==> src/rtl/core/tgd_pkg.sv <==
package tgd_pkg;

   localparam int unsigned CsrIndexWidth = 3;
   localparam int unsigned CsrDataWidth  = 8;

   typedef enum logic [CsrIndexWidth-1:0] {
      CSR_SENSOR_PRESENT  = 3'd0,
      CSR_FLAT_LIMIT      = 3'd1,
      CSR_TRIGGER_LIMIT   = 3'd2,
      CSR_MOTION_DELTA    = 3'd3,
      CSR_SPORT_MSG_LIMIT = 3'd4
   } csr_index_type;

   localparam logic       RST_SENSOR_PRESENT  = 1'b1;
   localparam logic [7:0] RST_FLAT_LIMIT      = 8'd16;
   localparam logic [6:0] RST_TRIGGER_LIMIT   = 7'd48;
   localparam logic [7:0] RST_MOTION_DELTA    = 8'd2;
   localparam logic [7:0] RST_SPORT_MSG_LIMIT = 8'd90;

   typedef enum logic [2:0] {
      ORI_NONE    = 3'd0,
      ORI_FACE_UP = 3'd1,
      ORI_FACE_DN = 3'd2,
      ORI_SIDE_UP = 3'd3,
      ORI_SIDE_DN = 3'd4,
      ORI_RIGHT   = 3'd5,
      ORI_LEFT    = 3'd6
   } orient_type;

   // only the resting steps of the gesture are stored
   typedef enum logic [1:0] {
      STEP_IDLE = 2'd0,
      STEP_TILT = 2'd1,
      STEP_FLIP = 2'd2
   } step_type;

   typedef enum logic [2:0] {
      EV_NONE  = 3'd0,
      EV_TILT  = 3'd1,
      EV_FLIP  = 3'd2,
      EV_SHUT  = 3'd3,
      EV_SPORT = 3'd4
   } gesture_event_type;

   typedef struct packed {
      logic       sensor_present;
      logic [7:0] flat_limit;
      logic [6:0] trigger_limit;
      logic [7:0] motion_delta;
      logic [7:0] sport_msg_limit;
   } cfg_type;

   typedef struct packed {
      logic signed [7:0] accel_x;
      logic signed [7:0] accel_y;
      logic signed [7:0] accel_z;
      logic              read_error;
      logic [7:0]        msg_count;
      logic              gps_on;
   } item_type;

   typedef struct packed {
      logic       active;
      logic       moved;
      orient_type orientation;
   } motion_type;

   typedef struct packed {
      logic       moved;
      orient_type orientation;
      logic       ack_blink;
      logic       shutdown_request;
      logic       sport_toggled;
      logic       sport_on;
      logic       gps_start;
   } result_type;

endpackage

==> src/rtl/core/tilt_gesture_detector.sv <==
// Tilt and gesture detector. Each req transaction carries one accelerometer sample
// plus the read-error flag, the day's message count and the GPS-active flag, and
// yields exactly one rsp transaction. One sample is taken per clock while req_stall
// is low. An accepted sample is captured in the input register and its result is
// then held in the output register, where rsp_valid marks it until it is taken.
// Motion check, posture classification and the gesture step all resolve combinationally
// between those registers, which sets the one-per-clock rate. csr_ready is always
// high; write the registers only while no transaction is in flight.
module tilt_gesture_detector (
   input  logic                                   clock,
   input  logic                                   reset,
   input  logic                                   csr_valid,
   output logic                                   csr_ready,
   input  logic [tgd_pkg::CsrIndexWidth-1:0]      csr_index,
   input  logic [tgd_pkg::CsrDataWidth-1:0]       csr_data,
   input  logic                                   req_valid,
   output logic                                   req_stall,
   input  logic signed [7:0]                      req_accel_x,
   input  logic signed [7:0]                      req_accel_y,
   input  logic signed [7:0]                      req_accel_z,
   input  logic                                   req_read_error,
   input  logic [7:0]                             req_msg_count,
   input  logic                                   req_gps_on,
   output logic                                   rsp_valid,
   input  logic                                   rsp_stall,
   output logic                                   rsp_moved,
   output logic [2:0]                             rsp_orientation,
   output logic                                   rsp_ack_blink,
   output logic                                   rsp_shutdown_request,
   output logic                                   rsp_sport_toggled,
   output logic                                   rsp_sport_on,
   output logic                                   rsp_gps_start
);
   import tgd_pkg::*;

   cfg_type    cfg_ff, cfg_in;
   item_type   item_ff, item_in;
   logic       in_valid_ff, in_valid_in;
   result_type res_ff, res_in;
   logic       out_valid_ff, out_valid_in;
   logic       advance;
   motion_type mot;
   result_type res;

   // configuration registers
   assign csr_ready = 1'b1;

   always_comb begin
      cfg_in = cfg_ff;
      if (csr_valid && csr_ready) begin
         unique case (csr_index)
            CSR_SENSOR_PRESENT:  cfg_in.sensor_present  = csr_data[0];
            CSR_FLAT_LIMIT:      cfg_in.flat_limit      = csr_data;
            CSR_TRIGGER_LIMIT:   cfg_in.trigger_limit   = csr_data[6:0];
            CSR_MOTION_DELTA:    cfg_in.motion_delta    = csr_data;
            CSR_SPORT_MSG_LIMIT: cfg_in.sport_msg_limit = csr_data;
            default:             cfg_in = cfg_ff;
         endcase
      end
   end

   // input register; it moves on whenever the output register can take a result
   assign advance   = in_valid_ff && (!out_valid_ff || !rsp_stall);
   assign req_stall = in_valid_ff && !advance;

   always_comb begin
      in_valid_in = req_stall ? in_valid_ff : req_valid;
      item_in     = item_ff;
      if (req_valid && !req_stall) begin
         item_in.accel_x    = req_accel_x;
         item_in.accel_y    = req_accel_y;
         item_in.accel_z    = req_accel_z;
         item_in.read_error = req_read_error;
         item_in.msg_count  = req_msg_count;
         item_in.gps_on     = req_gps_on;
      end
   end

   tgd_motion u_motion (
      .clock   (clock),
      .reset   (reset),
      .cfg     (cfg_ff),
      .item    (item_ff),
      .process (advance),
      .mot     (mot)
   );

   tgd_gesture u_gesture (
      .clock   (clock),
      .reset   (reset),
      .cfg     (cfg_ff),
      .item    (item_ff),
      .mot     (mot),
      .process (advance),
      .res     (res)
   );

   // output register
   always_comb begin
      res_in       = advance ? res : res_ff;
      out_valid_in = advance || (out_valid_ff && rsp_stall);
   end

   always_ff @(posedge clock) begin
      if (reset) begin
         cfg_ff.sensor_present  <= RST_SENSOR_PRESENT;
         cfg_ff.flat_limit      <= RST_FLAT_LIMIT;
         cfg_ff.trigger_limit   <= RST_TRIGGER_LIMIT;
         cfg_ff.motion_delta    <= RST_MOTION_DELTA;
         cfg_ff.sport_msg_limit <= RST_SPORT_MSG_LIMIT;
         in_valid_ff            <= 1'b0;
         out_valid_ff           <= 1'b0;
      end else begin
         cfg_ff       <= cfg_in;
         in_valid_ff  <= in_valid_in;
         out_valid_ff <= out_valid_in;
      end
   end

   always_ff @(posedge clock) begin
      item_ff <= item_in;
      res_ff  <= res_in;
   end

   assign rsp_valid            = out_valid_ff;
   assign rsp_moved            = res_ff.moved;
   assign rsp_orientation      = res_ff.orientation;
   assign rsp_ack_blink        = res_ff.ack_blink;
   assign rsp_shutdown_request = res_ff.shutdown_request;
   assign rsp_sport_toggled    = res_ff.sport_toggled;
   assign rsp_sport_on         = res_ff.sport_on;
   assign rsp_gps_start        = res_ff.gps_start;

`ifndef SYNTHESIS
   a_gesture_excl: assert property (@(posedge clock) disable iff (reset)
      rsp_valid |-> !(rsp_shutdown_request && rsp_sport_toggled))
      else $error("shutdown and sport toggle in one result");

   a_gps_start: assert property (@(posedge clock) disable iff (reset)
      rsp_valid && rsp_gps_start |-> rsp_sport_toggled && rsp_sport_on && rsp_moved)
      else $error("gps start without sport enable");

   a_gesture_ack: assert property (@(posedge clock) disable iff (reset)
      rsp_valid && (rsp_shutdown_request || rsp_sport_toggled) |-> rsp_ack_blink)
      else $error("gesture completed without acknowledge");

   a_stall_full: assert property (@(posedge clock) disable iff (reset)
      req_stall |-> in_valid_ff && out_valid_ff && rsp_stall)
      else $error("input stalled while the pipeline can move");
`endif

endmodule

==> src/rtl/core/tgd_motion.sv <==
module tgd_motion (
   input  logic              clock,
   input  logic              reset,
   input  tgd_pkg::cfg_type  cfg,
   input  tgd_pkg::item_type item,
   input  logic              process,
   output tgd_pkg::motion_type mot
);
   import tgd_pkg::*;

   logic [7:0] prev_x_ff, prev_y_ff, prev_z_ff;
   logic [7:0] prev_x_in, prev_y_in, prev_z_in;
   logic [7:0] dx, dy, dz;
   logic       active;
   logic       over;
   logic       fx, fy, fz;
   logic       px, py, pz, nx, ny, nz;
   logic signed [8:0] t9, x9, y9, z9;
   orient_type ori;

   function automatic logic [7:0] mag8(input logic [7:0] v);
      mag8 = v[7] ? (~v + 8'd1) : v;
   endfunction

   always_comb begin
      active = cfg.sensor_present && !item.read_error;
      dx = item.accel_x - prev_x_ff;
      dy = item.accel_y - prev_y_ff;
      dz = item.accel_z - prev_z_ff;
      over = (mag8(dx) > cfg.motion_delta) || (mag8(dy) > cfg.motion_delta) ||
             (mag8(dz) > cfg.motion_delta);
   end

   // posture classification on the new sample
   always_comb begin
      t9 = $signed({2'b00, cfg.trigger_limit});
      x9 = $signed({item.accel_x[7], item.accel_x});
      y9 = $signed({item.accel_y[7], item.accel_y});
      z9 = $signed({item.accel_z[7], item.accel_z});
      fx = mag8(item.accel_x) < cfg.flat_limit;
      fy = mag8(item.accel_y) < cfg.flat_limit;
      fz = mag8(item.accel_z) < cfg.flat_limit;
      px = x9 > t9;
      py = y9 > t9;
      pz = z9 > t9;
      nx = x9 < -t9;
      ny = y9 < -t9;
      nz = z9 < -t9;
      priority if (fx && fy && pz) begin
         ori = ORI_FACE_UP;
      end else if (fx && fy && nz) begin
         ori = ORI_FACE_DN;
      end else if (fx && ny && fz) begin
         ori = ORI_SIDE_UP;
      end else if (fx && py && fz) begin
         ori = ORI_SIDE_DN;
      end else if (px && fy && fz) begin
         ori = ORI_RIGHT;
      end else if (nx && fy && fz) begin
         ori = ORI_LEFT;
      end else begin
         ori = ORI_NONE;
      end
   end

   always_comb begin
      mot.active      = active;
      mot.moved       = !active || over;
      mot.orientation = ori;
   end

   always_comb begin
      prev_x_in = prev_x_ff;
      prev_y_in = prev_y_ff;
      prev_z_in = prev_z_ff;
      if (process && active) begin
         prev_x_in = item.accel_x;
         prev_y_in = item.accel_y;
         prev_z_in = item.accel_z;
      end
   end

   always_ff @(posedge clock) begin
      if (reset) begin
         prev_x_ff <= '0;
         prev_y_ff <= '0;
         prev_z_ff <= '0;
      end else begin
         prev_x_ff <= prev_x_in;
         prev_y_ff <= prev_y_in;
         prev_z_ff <= prev_z_in;
      end
   end

endmodule

==> src/rtl/core/tgd_gesture.sv <==
module tgd_gesture (
   input  logic                clock,
   input  logic                reset,
   input  tgd_pkg::cfg_type    cfg,
   input  tgd_pkg::item_type   item,
   input  tgd_pkg::motion_type mot,
   input  logic                process,
   output tgd_pkg::result_type res
);
   import tgd_pkg::*;

   step_type          step_ff, step_in;
   orient_type        last_ff, last_in;
   logic              sport_ff, sport_in;
   gesture_event_type ev;
   logic              upd;
   logic              toggle;

   assign upd = process && mot.active && mot.moved;

   // transition decode; an unclassified posture matches nothing and falls to idle
   always_comb begin
      unique case (step_ff)
         STEP_IDLE: begin
            if (last_ff == ORI_FACE_UP && mot.orientation == ORI_SIDE_UP) begin
               ev = EV_TILT;
            end else begin
               ev = EV_NONE;
            end
         end
         STEP_TILT: begin
            if (last_ff == ORI_SIDE_UP && mot.orientation == ORI_SIDE_DN) begin
               ev = EV_FLIP;
            end else begin
               ev = EV_NONE;
            end
         end
         STEP_FLIP: begin
            if (last_ff == ORI_SIDE_DN && mot.orientation == ORI_SIDE_UP) begin
               ev = EV_SHUT;
            end else if (last_ff == ORI_SIDE_DN && mot.orientation == ORI_FACE_UP) begin
               ev = EV_SPORT;
            end else begin
               ev = EV_NONE;
            end
         end
         default: begin
            ev = EV_NONE;
         end
      endcase
   end

   // next state
   always_comb begin
      step_in = step_ff;
      if (upd) begin
         unique case (ev)
            EV_TILT: step_in = STEP_TILT;
            EV_FLIP: step_in = STEP_FLIP;
            default: step_in = STEP_IDLE;
         endcase
      end
   end

   // outputs and the other state
   always_comb begin
      toggle   = upd && (ev == EV_SPORT) && (item.msg_count < cfg.sport_msg_limit);
      sport_in = sport_ff ^ toggle;
      last_in  = upd ? mot.orientation : last_ff;
      res.moved            = mot.moved;
      res.orientation      = last_in;
      res.ack_blink        = upd && (ev != EV_NONE);
      res.shutdown_request = upd && (ev == EV_SHUT);
      res.sport_toggled    = toggle;
      res.sport_on         = sport_in;
      res.gps_start        = toggle && sport_in && !item.gps_on;
   end

   always_ff @(posedge clock) begin
      if (reset) begin
         step_ff  <= STEP_IDLE;
         last_ff  <= ORI_NONE;
         sport_ff <= 1'b0;
      end else begin
         step_ff  <= step_in;
         last_ff  <= last_in;
         sport_ff <= sport_in;
      end
   end

endmodule

==> config.mk <==
export PLATFORM = sky130hd
export DESIGN_NAME = tilt_gesture_detector
export DESIGN_NICKNAME = d
export VERILOG_FILES = /design/src/rtl/core/tgd_pkg.sv /design/src/rtl/core/tilt_gesture_detector.sv /design/src/rtl/core/tgd_motion.sv /design/src/rtl/core/tgd_gesture.sv
export SDC_FILE = /design/constraint.sdc
export NUM_CORES = 1
export LEC_CHECK = 0
export ABC_CLOCK_PERIOD_IN_PS = 7400
export BUFFER_PORTS_ARGS = -buffer_cell sky130_fd_sc_hd__buf_4
export CORE_MARGIN = 10
export CORE_UTILIZATION = 30
export DETAILED_ROUTE_END_ITERATION = 12
export GPL_ROUTABILITY_DRIVEN = 1
export SYNTH_ARGS = -nofsm -noshare
export SYNTH_HDL_FRONTEND = slang
export SYNTH_SLANG_ARGS = --single-unit
==> constraint.sdc <==
create_clock -name clock -period 7.4 [get_ports clock]
set_input_delay 1.11 -clock clock [delete_from_list [all_inputs] [get_ports clock]]
set_output_delay 1.11 -clock clock [all_outputs]
set_load 0.02 [all_outputs]
==> results.md <==
- The count of flip-flops with a built-in enable after synthesis is 43.
- The share of synthesized area in the top cell type comes to 0.188.
- The synthesis-to-layout area growth is 14.1%.
- The maximum clock frequency is between 200 and 250 MHz.
- The area fraction in and, or, nand and nor cells after synthesis is 0.185.
- The clock drives ~110 sinks.
- For the final database, setup skew stands at 12.8 ps.
- The post-route clock period utilization is 0.630.
- The tree is rooted in a sky130_fd_sc_hd__clkbuf_16.
- The worst-path maximum fanout is 7.
- STA classifies the critical path startpoint as a flop.
- Of the total synthesized cell area, the portion taken by XOR and XNOR cells is 0.0615.
- The number of buffers added to fix hold violations after cts is 0.
- Max-cap violations in this run came to 0.
- The largest area contributor in the netlist is sky130_fd_sc_hd__ha_1.
- The hold violation count in the final report was 0.
- At the pin with the least slew margin, the transition time is approximately 1200 ps.
- The count of inserted antenna diode cells is 0.
- The synthesized cell area is roughly 7800 um^2.
- The number of different library cells used by synthesis comes to 76.
- The fraction of the mapped netlist area in compound gates was 0.157.
- The maximum resistive drop on vdd is approximately 0.13 mV.
- Detailed placement ended at an HPWL of roughly 16 mm.
- The detailed route wirelength on metal3 is between 1 and 1.5 mm.
- Global routing finished with a remaining overflow of 0.
- The die covers about 33000 um^2.
- The number of standard cells after synthesis is between 800 and 900.
- The combined global-route utilization of all metal layers is 0.124.
- Yosys printed 0 warnings.
- The via count of the first global-routing pass is 6197.
- The worst endpoint data arrival time is roughly 4800 ps.
- The routed length per instance is roughly 17 um.
- The final number of setup-violating endpoints is 0.
- The post-synthesis async set-or-reset flop share is 0.
- The multiplexer share of the synthesized area is 0.0146.
- Buffers placed on the I/O ports in this run total 60.
- TritonCTS created 9 clock buffers.
- The congestion estimate from routability-driven global placement came to roughly 0.85.
- The finished cells cover between 8000 and 9000 um^2.
- In the routed layout, each cell is associated on average with a via count of approximately 5.0.
- The CTS tree is done.
- The clock latency of the later-clocked register in the worst-skew pair is around 370 ps.
- STA puts the critical path data required time at 7530 ps.
- Of the synthesized area, sequential elements account for 0.330.
- For this design the ratio of total power to cell area is about 180 nW/um^2.
- Once the clock tree was built, the resizer swapped 0 gates to a different size.
- The sum of routed wire segments on met1 is about 10 mm.
- Counting both buffers and inverters, the worst setup path holds a total of 1.
- The final antenna-violating net count is 0.
- The critical path class is flop to flop.
- In the final design database the tool counted 1108 nets.
- The die height is approximately 180 um.
- The run finished with clean final reports.
- After synthesis, the largest family of logic cells by area is adder cells.
- The clock passes through at most 2 buffers.
- The number of nets in the synthesized netlist is around 1100.
- The worst hold path belongs to the class flop to flop.
- For this design, the slowest cell found on the critical path is sky130_fd_sc_hd__edfxtp_1.
- The first global-routing pass estimated ~33 mm of wire.
- Of the cells placed in the final design, the portion with a size suffix greater than 1 is 0.112.
- The length of routed met2 wiring is 9.65 mm.
- The cell type group with the largest total delay on the critical path is compound AO/OA/AOI/OAI gates.
- The number of remaining DRC errors is 0.
- The clock input transition at the sequential cells of the worst setup and hold paths is about 80 ps.
- In this design, the critical path's most frequently occurring cell is sky130_fd_sc_hd__a21oi_1.
- Fill cells in the final layout number around 2600.
- Setup repair after global routing left no endpoint under its margin.
- CTS built an H-tree with a depth of 3.
- The arithmetic-cell share of the synthesized area counting full adders, half adders and majority gates is 0.200.
- The buffers inserted during post-CTS setup optimization is 0.
- In this run the standard cell core region covers 25400 um^2.
- Summed over all layers, the routed wires come to 21.0 mm.
- The total placed cells including tap cells is about 1300.
- In the synthesized netlist the dominant register cell turns out to be sky130_fd_sc_hd__dfxtp_1.
- The count of boundary I/O pins is just over 60.
- In this run the top signal layer used is met4.
- Yosys attributes the largest share of cell area to sky130_fd_sc_hd__ha_1 (19%), sky130_fd_sc_hd__edfxtp_1 (17%), sky130_fd_sc_hd__dfxtp_1 (16%), sky130_fd_sc_hd__nand2_1 (6.7%), sky130_fd_sc_hd__a21oi_1 (5.2%).
- The via count is between 6000 and 7000.
- Excluding fillers, the count of instances in the completed layout stands at between 1000 and 1500.
- Row generation in the floorplan step produced 58 rows.
- The final critical path time including I/O delays and setup is around 4700 ps.
- The first detailed-routing pass ran for 5 iterations.
- The count of state elements after synthesis is roughly 110.
- The initial detailed-routing violation count is a little over 400.
- The largest stage delay on the critical path is roughly 560 ps.
- Measured against its own limit, the worst slew margin works out to 0.163.
- The most common cell in the synthesized netlist is sky130_fd_sc_hd__nand2_1.
- The leakage power summed over all cells is between 0.003 and 0.004 uW.
- The number of antenna violations at the first check in global routing was 0.
- Traced cell by cell, the critical path runs through ha_1 -> nor2b_1 -> o21ai_0 -> a21oi_1 -> o21ai_0 -> a21oi_1 -> xnor2_1 -> o21bai_1 -> xnor2_1 -> ha_1 -> a21o_1 -> a21oi_1 -> o2111ai_1 -> a22oi_1 -> a21oi_1 -> nand4_1 -> nor3_1 -> ha_1 -> inv_1.
- After detailed placement, the total cell area comes to roughly 8600 um^2.
- The initial cell density of the core is 0.307.
- The total negative setup slack is 0 ps.
- The worst setup path is captured at a flop.
- The die is approximately 180 um wide.
- The mean instance size in the synthesized netlist is roughly 8.8 um^2.
- The number of slew-limit violations in the final report is 0.
- The pin count of the biggest net entering global routing is 55.
- After synthesis, the most frequently instantiated cells are sky130_fd_sc_hd__nand2_1 (139), sky130_fd_sc_hd__ha_1 (117), sky130_fd_sc_hd__inv_1 (83).
[per-layer routing]
layer,global-route usage,vias to the layer above
li1,-,3220
met5,0,-
met3,0.0282,24
met2,0.204,141
met4,0.0332,0
met1,0.159,2952
[layout by cell type, fill, tap and decap left out, types with 7 or more instances in the layout]
| master | netlist | final |
|---|---|---|
| sky130_fd_sc_hd__ha_1 | 117 | 117 |
| sky130_fd_sc_hd__o21ai_0 | 27 | 27 |
| sky130_fd_sc_hd__clkbuf_16 | 0 | 9 |
| sky130_fd_sc_hd__and3_1 | 7 | 7 |
| sky130_fd_sc_hd__a21o_1 | 9 | 9 |
| sky130_fd_sc_hd__buf_4 | 1 | 60 |
| sky130_fd_sc_hd__dfxtp_1 | 64 | 64 |
| sky130_fd_sc_hd__a21oi_1 | 81 | 81 |
| sky130_fd_sc_hd__nor2b_1 | 18 | 17 |
| sky130_fd_sc_hd__xor2_1 | 7 | 7 |
| sky130_fd_sc_hd__nor3_1 | 9 | 9 |
| sky130_fd_sc_hd__edfxtp_1 | 43 | 43 |
| sky130_fd_sc_hd__nor2_1 | 44 | 44 |
| sky130_fd_sc_hd__nand3_1 | 25 | 25 |
| sky130_fd_sc_hd__o21bai_1 | 8 | 8 |
| sky130_fd_sc_hd__mux2i_1 | 8 | 8 |
| sky130_fd_sc_hd__o211ai_1 | 10 | 10 |
| sky130_fd_sc_hd__inv_1 | 83 | 83 |
| sky130_fd_sc_hd__nand2b_1 | 12 | 12 |
| sky130_fd_sc_hd__nand2_1 | 139 | 139 |
| sky130_fd_sc_hd__xnor2_1 | 44 | 44 |
[worst min-delay path, stage by stage (launching register included)]
cell and delay, ps:
sky130_fd_sc_hd__dfxtp_1 310, sky130_fd_sc_hd__nand2_1 50, sky130_fd_sc_hd__a21oi_1 50
[final timing paths]
kind / start / endpoint / slack, ps / cells past startpoint
setup / recovery: item_ff[11] / rsp_sport_on / 2730 / 19
hold / removal: u_motion.prev_y_ff[1] / u_motion.prev_y_ff[1] / 460 / 2
setup reg to reg: item_ff[11] / rsp_sport_on / 2730 / 19
hold reg to reg: u_motion.prev_y_ff[1] / u_motion.prev_y_ff[1] / 460 / 2
[sequential cells by signal (all words and copies together), names as in the netlist]
| signal | flops |
|---|---|
| cfg_ff | 32 |
| rsp_sport_toggled | 1 |
| u_gesture.last_ff | 3 |
| rsp_gps_start | 1 |
| in_valid_ff | 1 |
| rsp_ack_blink | 1 |
| rsp_orientation | 3 |
| item_ff | 34 |
| u_gesture.sport_ff | 1 |
| rsp_shutdown_request | 1 |
| rsp_moved | 1 |
| u_gesture.step_ff | 2 |
| rsp_valid | 1 |
| rsp_sport_on | 1 |
| u_motion.prev_z_ff | 8 |
| u_motion.prev_x_ff | 8 |
| u_motion.prev_y_ff | 8 |
[report_power, final]
group	internal, uW	total (uW)	switching (uW)
registers	638	670	32.3
logic	198	448	250
clock network	249	522	273
total	1090	1640	555
[per-stage QoR]
stage	hold WS (ps)	utilization	setup slack, ps	total power [uW]
2_1_floorplan	432	-	3460	1000
3_3_place_gp	442	0.337	2890	1120
3_5_place_dp	447	0.337	2780	1130
4_1_cts	459	0.350	2710	1650
5_1_grt	472	0.350	2290	1730
6_report	459	0.350	2730	1640
[cell type report]
cell class                      instances  area [um^2]  area share
Multi-Input combinational cell        677         4820       0.543
Tap cell                              330          413      0.0464
Clock inverter                          7         93.8      0.0106
Timing Repair Buffer                   60          450      0.0507
Clock buffer                            9          225      0.0253
Sequential cell                       107         2570       0.289
Inverter                               83          312      0.0350
[logic make-up after synthesis]
| logic type | after synthesis |
|---|---|
| and+or+nand+nor | 299 |
| AOI/OAI and AO/OA | 190 |
| adders and majority gates | 123 |
| DFF | 107 |
| buffers and inverters | 104 |
| xor gates and xnor gates | 53 |
| muxes | 11 |
| other | 1 |
Power figures use the tool's default switching activity.
